--- src/polynomial_evaluator_defines.svh ---
// Assertion macros for the polynomial evaluator.
// Each macro wraps one concurrent assertion; synthesis builds see empty bodies.
`ifndef POLYNOMIAL_EVALUATOR_DEFINES_SVH
`define POLYNOMIAL_EVALUATOR_DEFINES_SVH

`ifndef SYNTHESIS
// ante implies cons in the same cycle
`define PE_ASSERT_IMPLY(label, clk, rst_n, ante, cons) \
    label: assert property (@(posedge clk) disable iff (!rst_n) (ante) |-> (cons)) \
        else $error("polynomial_evaluator: assertion failed");
// ante implies cons a fixed number of cycles later
`define PE_ASSERT_DELAYED(label, clk, rst_n, ante, dly, cons) \
    label: assert property (@(posedge clk) disable iff (!rst_n) (ante) |-> ##dly (cons)) \
        else $error("polynomial_evaluator: assertion failed");
`else
`define PE_ASSERT_IMPLY(label, clk, rst_n, ante, cons)
`define PE_ASSERT_DELAYED(label, clk, rst_n, ante, dly, cons)
`endif

`endif

--- src/pe_pkg.sv ---
`default_nettype none

package pe_pkg;

    localparam int ORDER_DEF = 7;
    localparam int NUM_COEFS = 8;
    localparam int COEF_W    = 16;
    localparam int POINT_W   = 16;
    localparam int ACC_W     = 32;
    localparam int FRAC_BITS = 12;
    localparam int PROD_W    = ACC_W + POINT_W;
    localparam int CFG_IDX_W = $clog2(NUM_COEFS);

    localparam logic signed [ACC_W-1:0] ACC_MAX = {1'b0, {(ACC_W-1){1'b1}}};
    localparam logic signed [ACC_W-1:0] ACC_MIN = {1'b1, {(ACC_W-1){1'b0}}};

    typedef logic signed [COEF_W-1:0] t_coef;
    typedef t_coef [NUM_COEFS-1:0] t_coef_bank;

    // one word moving down the Horner chain
    typedef struct packed {
        logic                      valid;
        logic signed [POINT_W-1:0] point;
        logic signed [ACC_W-1:0]   acc;
        logic                      ovf;
    } t_stage;

endpackage

`default_nettype wire

--- src/pe_coef_bank.sv ---
`default_nettype none

module pe_coef_bank (
    input  wire                              i_clk,
    input  wire                              i_rst_n,
    input  wire                              i_cfg_we,
    input  wire  [pe_pkg::CFG_IDX_W-1:0]     i_cfg_index,
    input  wire  [pe_pkg::COEF_W-1:0]        i_cfg_data,
    output pe_pkg::t_coef_bank               o_coef
);

    pe_pkg::t_coef_bank r_coef;

    always_ff @(posedge i_clk) begin
        if (!i_rst_n) begin
            r_coef <= '0;
        end else if (i_cfg_we) begin
            r_coef[i_cfg_index] <= i_cfg_data;
        end
    end

    assign o_coef = r_coef;

endmodule

`default_nettype wire

--- config.mk ---
export PLATFORM = sky130hd
export DESIGN_NAME = pe_coef_bank
export DESIGN_NICKNAME = d
export VERILOG_FILES = /design/src/polynomial_evaluator_defines.svh /design/src/pe_pkg.sv /design/src/pe_coef_bank.sv
export SDC_FILE = /design/constraint.sdc
export NUM_CORES = 1
export LEC_CHECK = 0
export BUFFER_PORTS_ARGS = -buffer_cell sky130_fd_sc_hd__clkbuf_2
export CAP_MARGIN = 15
export CELL_PAD_IN_SITES_DETAIL_PLACEMENT = 0
export CELL_PAD_IN_SITES_GLOBAL_PLACEMENT = 1
export CORE_AREA = 2 2 121 123
export DETAILED_ROUTE_END_ITERATION = 16
export DIE_AREA = 0 0 123 125
export PLACE_DENSITY = 0.75
export RECOVER_POWER = 100
export SYNTH_ARGS = -nofsm -noshare
export SYNTH_HDL_FRONTEND = slang
export SYNTH_SLANG_ARGS = --single-unit
--- constraint.sdc ---
create_clock -name i_clk -period 0.84 [get_ports i_clk]
set_input_delay 0.042 -clock i_clk [delete_from_list [all_inputs] [get_ports i_clk]]
set_output_delay 0.042 -clock i_clk [all_outputs]
set_load 0.05 [all_outputs]
-- After elaboration in Yosys (flattened, before gate mapping)
Cells that the tools add are included.
- multiplexer cells: 3
- reduce and logical (&&, ||, !) cells: 1
- $lt $le $gt $ge: 2
- operator list (operator ; number):
    $bwmux W128 ; 1
    $demux W16 S3 ; 1
    $mux W16 ; 1
    $lt A3 B4 Y1 const B ; 1
    $ge A3 B1 Y1 const B ; 1
    $logic_and A1 B1 Y1 ; 1
- logic and storage cells: 14
- output and inout port bits: 128
- register bits after elaboration: 128
- input port bits: 22

-- Depth between registers and ports, before layout
- depth in word-level cells: 5
- mapped depth: 5
- depth with buffers taken out: 2

-- Least setup slack after synthesis
OpenSTA, ideal clock, no wires.
- path type: input to register
- from: input i_rst_n
- to: register r_coef (netlist bit o_coef[0])
- setup slack: -51 ps
- arrival: 819 ps
- stages: 5
- setup time: 72 ps
- data required time: 768 ps
- path through: buf_2 -> buf_2 -> clkbuf_1 -> nand2_1 -> mux2i_1
- RTL lines (item ; RTL line ; text):
    start: declaration ; pe_coef_bank.sv:5 ; input wire i_rst_n,
    end signal: indexed assignment ; pe_coef_bank.sv:18 ; r_coef[i_cfg_index] <= i_cfg_data;
    end: declaration ; pe_coef_bank.sv:12 ; pe_pkg::t_coef_bank r_coef;

-- Worst setup path in the final report
- from: register r_coef (netlist bit o_coef[63])
- to: output o_coef[63] in the netlist's numbering
- RTL lines (item ; RTL line ; text):
    end: declaration ; pe_coef_bank.sv:9 ; output pe_pkg::t_coef_bank o_coef
No word-level cell between the ends.

==> impl_metrics.toml <==
[sta]
worst_slack_ns = -0.144
setup_viol = 128
timing.hold.ws_ns = 0.0190
min_period_over_period_pct = 117
rsz0062_at_grt = "yes"
slew_violations = 0
relSlewSlack_pct = 72.4
finalHoldViolations = 0
clock-skew-final_ns = 0
fin_crit_ns = 0.984
worstMarginPinSlew_ns = 0.413
max_freq_mhz = 1020

[die]
num_rows = 44
core_area_um2 = 14200
start_util_pct = 32.9
die-area_um2 = 15400
dieHeight_um = 125
fp.dieW_um = 123
io_pins = 150

[power]
peakVddDrop_v = 0.00122
p_per_area_nw_per_um2 = 1720
p_leak_nw = 4.25

[global_route]
use_met1_pct = 24.9
grt.busiest_layer = "met2"
use_met2_pct = 32.1
gr-total-overflow = 0
track_usage_pct = 19.5
grt_antenna_before_repair = 0
use_met3_pct = 4.33
grt_max_degree = 37
grt_pass1_vias = 4162
grt_pass1_wl_um = 22900

[final_layout]
stdcell_area_um2 = 8910
area_delta_synth_final_pct = 90.7
n_antenna_cell = 0
layout-drive-gt1-share_pct = 55.6
layout.nets = 688
multi_input_area_um2 = 1920
seqCellArea_um2 = 2710
fin_util_pct = 62.8
n_fill_cell = 1108
largest_register_ffs = 128
finalNonFillerCells = 862

[worst_setup_path]
crit_arrival_ns = 0.94
r2r-start = "o_coef[114]"
startpoint = "o_coef[63]"
r2r-end = "o_coef[114]"
cp_num_buf_inv = 1
cp_max_fo = 2
crit_type = "reg -> out"
slowest_delay_ns = 0.38
crit_path_cell_trace = "buf_8"
slowest_stage = "dfxtp_1"
rr_worst_depth = 4
start_kind = "flip-flop"
r2r_slack_ns = 0.01
worst_ep_required_time_ns = 0.80
end_kind = "output port"
cp_top_family = "flip-flops"

[hold_path]
min_path_type = "in -> reg"
hp-start = "i_cfg_data[0]"
holdPathEnd = "o_coef[96]"
worstHoldPathCells = 4

[detailed_routing]
wl_um = 14800
wire_per_inst_um = 17.1
drt_first_pass_iters = 4
remaining_drc_errors = 0
drtAntennaViolNets = 0
drt_iter0_drc = 142
vias = 3957
routed_via_density = 4.59

[logic_synthesis]
syn_avg_cell_area_um2 = 10.6
ys_ff_latch = 128
synthesis.nets = 461
yosysSeqAreaShare_pct = 54.8
synth_area_leaders = "dfxtp_1 (55%), mux2i_1 (27%), nand2_1 (12%)"
synth_top_area_share_pct = 54.8
ys_warn_count = 0
synth_top_cell_by_area = "dfxtp_1"
post_synth_instance_area_um2 = 4670
postSynthCellCount = 439
netlist-cell-type-count = 13

[clock_network]
clock_latency_ns = 0.40
htreeDepth = 4
cts_root_buffer = "clkbuf_16"
clkTransAtPathRegs_ns = 0.06
cts_num_sinks = 128
postCtsHoldBufs = 0
cts_buffers = 17
tritoncts = "built"
cts_buffer_depth = 2

[placement]
dpl.cell_count = 784
io_buffer_count = 149
place_ws_ns = -0.218
dp_hpwl_um = 9440
placed_cell_area_um2 = 6140
place_congestion = 0.761

[outcome]
outcome = "complete, but fails checks"
violations = "setup timing"

[flow_run]
drv_cap = 0
## kinds of logic (layout without fill, tap and decap cells)
group | count (synthesis) | in the layout | synth area share, %
buffers and inverters | 31 | 270 | 4.31
DFF | 128 | 128 | 54.8
and+or+nand+nor | 152 | 152 | 13.5
muxes | 128 | 128 | 27.4
## stage by stage
step	setup TNS, ns	total power [mW]
floorplan	-0.156	7.32
global placement	-14.05	7.84
detailed placement	-16.99	7.87
CTS	-17.32	15.4
global route	-18.94	15.8
finish	-15.06	15.3
## cell type report
type | count | area share (%)
Multi-Input combinational cell | 280 | 21.5
Timing Repair Buffer | 239 | 39.1
Sequential cell | 128 | 30.4
Clock buffer | 17 | 4.77
Clock inverter | 14 | 1.61
Tap cell | 184 | 2.58
## cells in the final DEF, fill, tap and decap left out
cell type	instances
and4bb_1	1
buf_12	13
buf_4	70
buf_8	66
bufinv_16	2
clkbuf_16	79
clkbuf_2	20
clkbuf_4	8
clkinv_2	5
clkinv_4	4
clkinvlp_4	2
dfxtp_1	25
dfxtp_2	95
dfxtp_4	8
inv_6	1
mux2i_1	128
nand2_1	142
nand2_2	2
nand4_2	1
nand4b_1	3
nand4bb_1	2
nor4b_2	1
## metal layers
metal	routed length, µm	up-vias	part of all wire (%)
met4	261	0	1.8
li1	-	1923	-
met1	6390	1920	43
met5	0	-	0
met2	7550	95	51
met3	559	19	3.8
## worst max path at each step
stage	end	slack (ns)	cells after the start
4_1_cts	o_coef[29]	-0.16	1
3_3_place_gp	o_coef[1]	-0.17	4
3_5_place_dp	o_coef[11]	-0.22	4
6_report	o_coef[63]	-0.14	1
2_1_floorplan	o_coef[0]	-0.04	2
5_1_grt	o_coef[13]	-0.17	1
## synthesized netlist by cell type
library cell    n
nand2_1       144
dfxtp_1       128
mux2i_1       128
buf_4          11
buf_2           8
clkbuf_1        8
buf_6           3
nand4b_1        3
nand4bb_1       2
and4bb_1        1
buf_8           1
nand4_2         1
nor4b_2         1
## report_power, final
| group | switching, mW | leakage, nW | internal (mW) |
|---|---|---|---|
| Clock | 2.76 | 0.279 | 4.34 |
| Sequential | 0.134 | 1.09 | 6.21 |
| Combinational | 0.988 | 2.88 | 0.863 |
## timing repair
item	4_1_cts	5_1_grt
resized for setup	319	76
hold endpoints to repair	0	0
buffers inserted	17	30
setup endpoints to repair	128	128
No activity file was read; power rests on OpenSTA's default activity.
