--- src/polynomial_evaluator_defines.svh ---
// Assertion macros for the polynomial evaluator.
// Each macro wraps one concurrent assertion; synthesis builds see empty bodies.
`ifndef POLYNOMIAL_EVALUATOR_DEFINES_SVH
`define POLYNOMIAL_EVALUATOR_DEFINES_SVH

`ifndef SYNTHESIS
// ante implies cons in the same cycle
`define PE_ASSERT_IMPLY(label, clk, rst_n, ante, cons) \
    label: assert property (@(posedge clk) disable iff (!rst_n) (ante) |-> (cons)) \
        else $error("polynomial_evaluator: assertion failed");
// ante implies cons a fixed number of cycles later
`define PE_ASSERT_DELAYED(label, clk, rst_n, ante, dly, cons) \
    label: assert property (@(posedge clk) disable iff (!rst_n) (ante) |-> ##dly (cons)) \
        else $error("polynomial_evaluator: assertion failed");
`else
`define PE_ASSERT_IMPLY(label, clk, rst_n, ante, cons)
`define PE_ASSERT_DELAYED(label, clk, rst_n, ante, dly, cons)
`endif

`endif

--- src/pe_pkg.sv ---
`default_nettype none

package pe_pkg;

    localparam int ORDER_DEF = 7;
    localparam int NUM_COEFS = 8;
    localparam int COEF_W    = 16;
    localparam int POINT_W   = 16;
    localparam int ACC_W     = 32;
    localparam int FRAC_BITS = 12;
    localparam int PROD_W    = ACC_W + POINT_W;
    localparam int CFG_IDX_W = $clog2(NUM_COEFS);

    localparam logic signed [ACC_W-1:0] ACC_MAX = {1'b0, {(ACC_W-1){1'b1}}};
    localparam logic signed [ACC_W-1:0] ACC_MIN = {1'b1, {(ACC_W-1){1'b0}}};

    typedef logic signed [COEF_W-1:0] t_coef;
    typedef t_coef [NUM_COEFS-1:0] t_coef_bank;

    // one word moving down the Horner chain
    typedef struct packed {
        logic                      valid;
        logic signed [POINT_W-1:0] point;
        logic signed [ACC_W-1:0]   acc;
        logic                      ovf;
    } t_stage;

endpackage

`default_nettype wire

--- src/pe_horner_step.sv ---
`default_nettype none

// One Horner step over two register stages:
// stage A multiplies acc * x, stage B shifts, clamps, adds the coefficient, clamps.
module pe_horner_step (
    input  wire                 i_clk,
    input  wire                 i_rst_n,
    input  wire pe_pkg::t_stage i_stage,
    input  wire pe_pkg::t_coef  i_coef,
    output pe_pkg::t_stage      o_stage
);

    localparam int SH_W  = pe_pkg::PROD_W - pe_pkg::FRAC_BITS;
    localparam int ACC_W = pe_pkg::ACC_W;
    localparam int EXT_W = ACC_W + 1;

    // stage A
    logic                              r_a_valid;
    logic signed [pe_pkg::POINT_W-1:0] r_a_point;
    logic                              r_a_ovf;
    logic signed [pe_pkg::PROD_W-1:0]  r_prod;
    logic signed [pe_pkg::PROD_W-1:0]  n_prod;

    // stage B
    logic                              r_b_valid;
    logic signed [pe_pkg::POINT_W-1:0] r_b_point;
    logic                              r_b_ovf;
    logic signed [ACC_W-1:0]           r_b_acc;

    logic signed [SH_W-1:0]  shifted;
    logic                    prod_ovf;
    logic signed [ACC_W-1:0] prod_sat;
    logic signed [EXT_W-1:0] sum;
    logic                    sum_ovf;
    logic signed [ACC_W-1:0] n_acc;

    assign n_prod = $signed(i_stage.acc) * $signed(i_stage.point);

    // arithmetic shift right = drop fraction bits (floor)
    assign shifted  = r_prod[pe_pkg::PROD_W-1:pe_pkg::FRAC_BITS];
    assign prod_ovf = !((&shifted[SH_W-1:ACC_W-1]) || !(|shifted[SH_W-1:ACC_W-1]));
    assign prod_sat = prod_ovf ? (shifted[SH_W-1] ? pe_pkg::ACC_MIN : pe_pkg::ACC_MAX)
                               : shifted[ACC_W-1:0];
    assign sum      = {prod_sat[ACC_W-1], prod_sat}
                    + {{(EXT_W-pe_pkg::COEF_W){i_coef[pe_pkg::COEF_W-1]}}, i_coef};
    assign sum_ovf  = sum[EXT_W-1] ^ sum[ACC_W-1];
    assign n_acc    = sum_ovf ? (sum[EXT_W-1] ? pe_pkg::ACC_MIN : pe_pkg::ACC_MAX)
                              : sum[ACC_W-1:0];

    always_ff @(posedge i_clk) begin
        if (!i_rst_n) begin
            r_a_valid <= 1'b0;
            r_b_valid <= 1'b0;
        end else begin
            r_a_valid <= i_stage.valid;
            r_b_valid <= r_a_valid;
        end
    end

    always_ff @(posedge i_clk) begin
        r_a_point <= i_stage.point;
        r_a_ovf   <= i_stage.ovf;
        r_prod    <= n_prod;
        r_b_point <= r_a_point;
        r_b_ovf   <= r_a_ovf | prod_ovf | sum_ovf;
        r_b_acc   <= n_acc;
    end

    assign o_stage.valid = r_b_valid;
    assign o_stage.point = r_b_point;
    assign o_stage.acc   = r_b_acc;
    assign o_stage.ovf   = r_b_ovf;

endmodule

`default_nettype wire

--- config.mk ---
export PLATFORM = sky130hd
export DESIGN_NAME = pe_horner_step
export DESIGN_NICKNAME = d
export VERILOG_FILES = /design/src/polynomial_evaluator_defines.svh /design/src/pe_pkg.sv /design/src/pe_horner_step.sv
export SDC_FILE = /design/constraint.sdc
export NUM_CORES = 1
export LEC_CHECK = 0
export ABC_CLOCK_PERIOD_IN_PS = 6000
export BUFFER_PORTS_ARGS = -buffer_cell sky130_fd_sc_hd__buf_2
export CORE_MARGIN = 3
export CORE_UTILIZATION = 55
export DETAILED_ROUTE_END_ITERATION = 8
export GPL_ROUTABILITY_DRIVEN = 0
export PLACE_DENSITY = 0.82
export SYNTH_ARGS = -nofsm -noshare
export SYNTH_HDL_FRONTEND = slang
export SYNTH_SLANG_ARGS = --single-unit
--- constraint.sdc ---
create_clock -name i_clk -period 6 [get_ports i_clk]
set_clock_uncertainty 0.1 [all_clocks]
set_input_delay 0.3 -clock i_clk [delete_from_list [all_inputs] [get_ports i_clk]]
set_output_delay 0.3 -clock i_clk [all_outputs]
set_load 0.02 [all_outputs]
# == Word-level counts from Yosys, hierarchy flattened ==
# Cells that the tools add are included.
# totals
regBits,116
in_bits,68
word_cells,22
# classes
add_sub_neg,1
n_mul,1
muxes,4
bitwise_logic,3
reduce_logical,5
# op_table
operator,n
$mux 32,4
$mul 32x16->48,1
$add 32x16->33,1
$reduce_and 5->1,1
$reduce_or 5->1,1
$logic_not 1->1,2
$or 1x1->1,2
$logic_or 1x1->1,1
$xor 1x1->1,1

# == Logic depth before layout (Yosys ltp) ==
# logic_depth
ltp_word,7
depth_mapped,25
depth_no_buf,24

# == Worst setup path before layout ==
# Ideal clock, no wire load.
# synth_timing
path_kind,input-to-reg
startpoint,input i_stage[40] (netlist bit)
endpoint,register r_prod[42] (netlist bit)
setup_time_ps,125
t_arrival_ps,6048
required_ps,5775
slack_ps,-273
stages,24
n_path_buf,1
cell_sequence,clkbuf_1 nand2_1 fa_1 inv_1 fa_1 inv_1 fa_1 inv_1 fa_1 fa_1 inv_1 fa_1 inv_1 ha_1 o21a_1 o211ai_1 or4b_1 nand2_1 a31oi_1 o311ai_1 a31oi_1 o21ai_0 a221oi_1 xnor2_1
# synth_via
elab_chain_cells,1
# synth_lines
element,line,text
"start, declared",pe_horner_step.sv:8,"input wire pe_pkg::t_stage i_stage,"
$mul 32x16->48,pe_horner_step.sv:37,assign n_prod = $signed(i_stage.acc) * $signed(i_stage.point);
"net n_prod, one bit",pe_horner_step.sv:22,logic signed [pe_pkg::PROD_W-1:0] n_prod;
"end signal, assigned",pe_horner_step.sv:63,r_prod <= n_prod;
"end, declared",pe_horner_step.sv:21,logic signed [pe_pkg::PROD_W-1:0] r_prod;
# The timed path passes the listed nets, and every way through them passes these cells.
# A chain may end at the register's enable or synchronous reset.

# == Final worst setup path ==
# layout_timing
startpoint,input i_stage[39] (netlist bit)
endpoint,register r_prod[42] (netlist bit)
# The elaborated chain is that of the path after synthesis.

==> metrics.cfg <==
[status]
outcome=completed

[clock_network]
root_buffer=clkbuf_16
htreeDepth=3
clock_latency_ns=0.38
cts_buffers=9
cts_tree=yes
clockBufferDepth=2
cts.clk_slew.worst_paths_ns=0.08
cts.sinks=104

[yosys]
ys.flop_type=dfxtp_1
avgSynthCellArea_sq_um=9.066
synth_cell_type_count=62
synthMuxAreaShare_pct=0
synth.most_common_cell=inv_1
synth_xor_area_share_pct=2.878
ys_seq_elements=104
yosysWarnings=0
ys_async_sr_fraction_pct=0
syn-num-nets=3080
synth-simple-area-share_pct=14.24
synth_edf_count=0
synthTopCellsByCount=inv_1 (580), fa_1 (486), nand2_1 (313), and2_1 (209), ha_1 (143)
synthAdderAreaFrac_pct=53.64
synth_top_family_by_area=adder cells
synth-compound-area-share_pct=7.726
synth_top_cell_by_area=fa_1
seq_area_frac_synth_pct=9.637
yosysTopAreaCellShare_pct=45.03
syn_inst=2383
synthTopCellsByArea=fa_1 (45%), inv_1 (10%), dfxtp_1 (9.6%)
syn_area_sq_um=21600

[global_routing]
grt_pass1_wl_mm=93.21
antenna_found_initial=0
gr-total-overflow=0
grt_max_degree=33
track_usage_pct=28.40
grt_pass1_vias=19232

[critical_path]
worstSetupEndpointType=flip-flop
setup.worst_path.class=primary input to flip-flop
cp-startpoint=i_stage[39]
crit_path_start_kind=primary input
path_max_fanout=7
worstPathRequired_ns=6.17
crit_arrival_ns=6.13
r2r_setup_slack_ns=1.10
reg2reg_from=r_prod[44]

[routing]
vias=17096
first_iter_violations=1158
post_drt_wl_per_cell_microns=17.96
drt-total-wl_mm=56.40
first_pass_iters=5
drc=0
vias_per_cell=5.443
ant_nets=0

[floorplanning]
die_h_microns=204.2
core.rowCount=71
core_sq_um=38200
start_util_pct=56.56
die_area_sq_um=41700
die_x_microns=204.2
num_io_pins=118

[sta]
timing.fmax_ghz=0.1677
tightest_slew_ns=0.7058
hold_violations=0
min_period_over_period_pct=99.39
setup-violations-final=0
rsz0062_at_grt=true
slew_headroom_pct=52.94
min_period_ns=5.963
finalMaxSlewViolations=0
fin_tns_setup_ns=0

[placed_design]
dp_hpwl_mm=46.60
port_buffers=117
place_area_sq_um=24160

[finish]
final_nets=3322
stdcell_area_sq_um=25090
syn_to_final_growth_pct=16.14
diodes=0
drive_gt1_share_pct=16.16

[job]
maxCapViolations=0

[worst_hold_path]
hold_class=primary input to flip-flop
hp-start=i_stage[49]

## registers in the layout (all words and copies together) (netlist names)
| name | count |
|---|---|
| r_b_point | 16 |
| r_prod | 36 |
| r_a_point | 16 |
| r_a_ovf | 1 |
| r_b_valid | 1 |
| r_a_valid | 1 |
| r_b_acc | 32 |
| r_b_ovf | 1 |
## worst max-delay path, cell delays in order
cell and delay, ns:
clkbuf_4 0.17, and2_4 0.16, fa_1 0.51, inv_2 0.05, fa_1 0.45, fa_1 0.51
inv_2 0.04, fa_1 0.48, fa_1 0.51, inv_2 0.04, fa_1 0.51, inv_2 0.05
ha_4 0.26, o21a_1 0.14, o211ai_1 0.19, or4b_4 0.59, nand2_4 0.10, a31oi_4 0.12
o311ai_4 0.39, a31oi_4 0.15, o21ai_2 0.19, a221oi_2 0.08, xnor2_1 0.12
## worst paths after layout
path / endpoint / cells after the start
max: r_prod[42] / 23
min: r_a_valid / 2
max reg2reg: r_b_acc[11] / 16
min reg2reg: r_b_point[10] / 0
## through the flow
stage	setup slack (ns)	hold slack, ns	instances	util (%)
detailed placement	-0.6688	0.2121	3114	63.24
floorplan	-0.03008	0.2096	2383	-
CTS	-0.002761	-0.02336	3132	64.57
finish	0.03671	0.02497	3141	65.69
global placement	-0.4062	0.2106	3114	63.24
global route	-0.1190	0.02358	3141	65.69
## placed cells by master (no fill, tap or decap), types with 38 or more instances in the layout
master	Yosys	layout
inv_1	580	570
o21a_1	39	38
nor2_1	56	55
dfxtp_1	104	104
nand2_1	313	310
o21ai_0	48	38
and2_1	209	201
xnor2_1	48	48
fa_1	486	475
ha_1	143	135
a21oi_1	69	58
buf_2	2	93
buf_4	2	185
## cell families after synthesis
logic type / Yosys count
buf+inv: 679
simple gates: 641
fa+ha+maj: 636
compound gates: 252
flops: 104
xor+xnor: 71
## layout make-up
class                   count  area (sq um)
clock buffers              10         239.0
multi-input cells        1600         17280
fillers                  2812         13110
repair buffers            330          2591
inverters                 580          2177
flip-flops and latches    104          2082
well taps                 511         639.4
clock inverters             6         85.08
## metal layers
metal | global-route usage (%) | wire (microns) | vias to the layer above
met5 | 0 | 0 | -
met4 | 17.57 | 3988 | 0
met3 | 3.774 | 4013 | 244
met2 | 49.71 | 28600 | 775
met1 | 33.14 | 19800 | 8561
li1 | - | - | 7516
## repair_timing
action / CTS / global route
buffers inserted: 1 / 9
setup endpoints to repair: 17 / 18
hold buffers: 1 / 1
endpoints found under the hold margin: 2 / 1
pin swaps: 20 / 57
resized for setup: 44 / 104
Power is left out: the tool's default activity adds up to more than one toggle a clock period on the data nets, which glitch-free logic cannot reach.
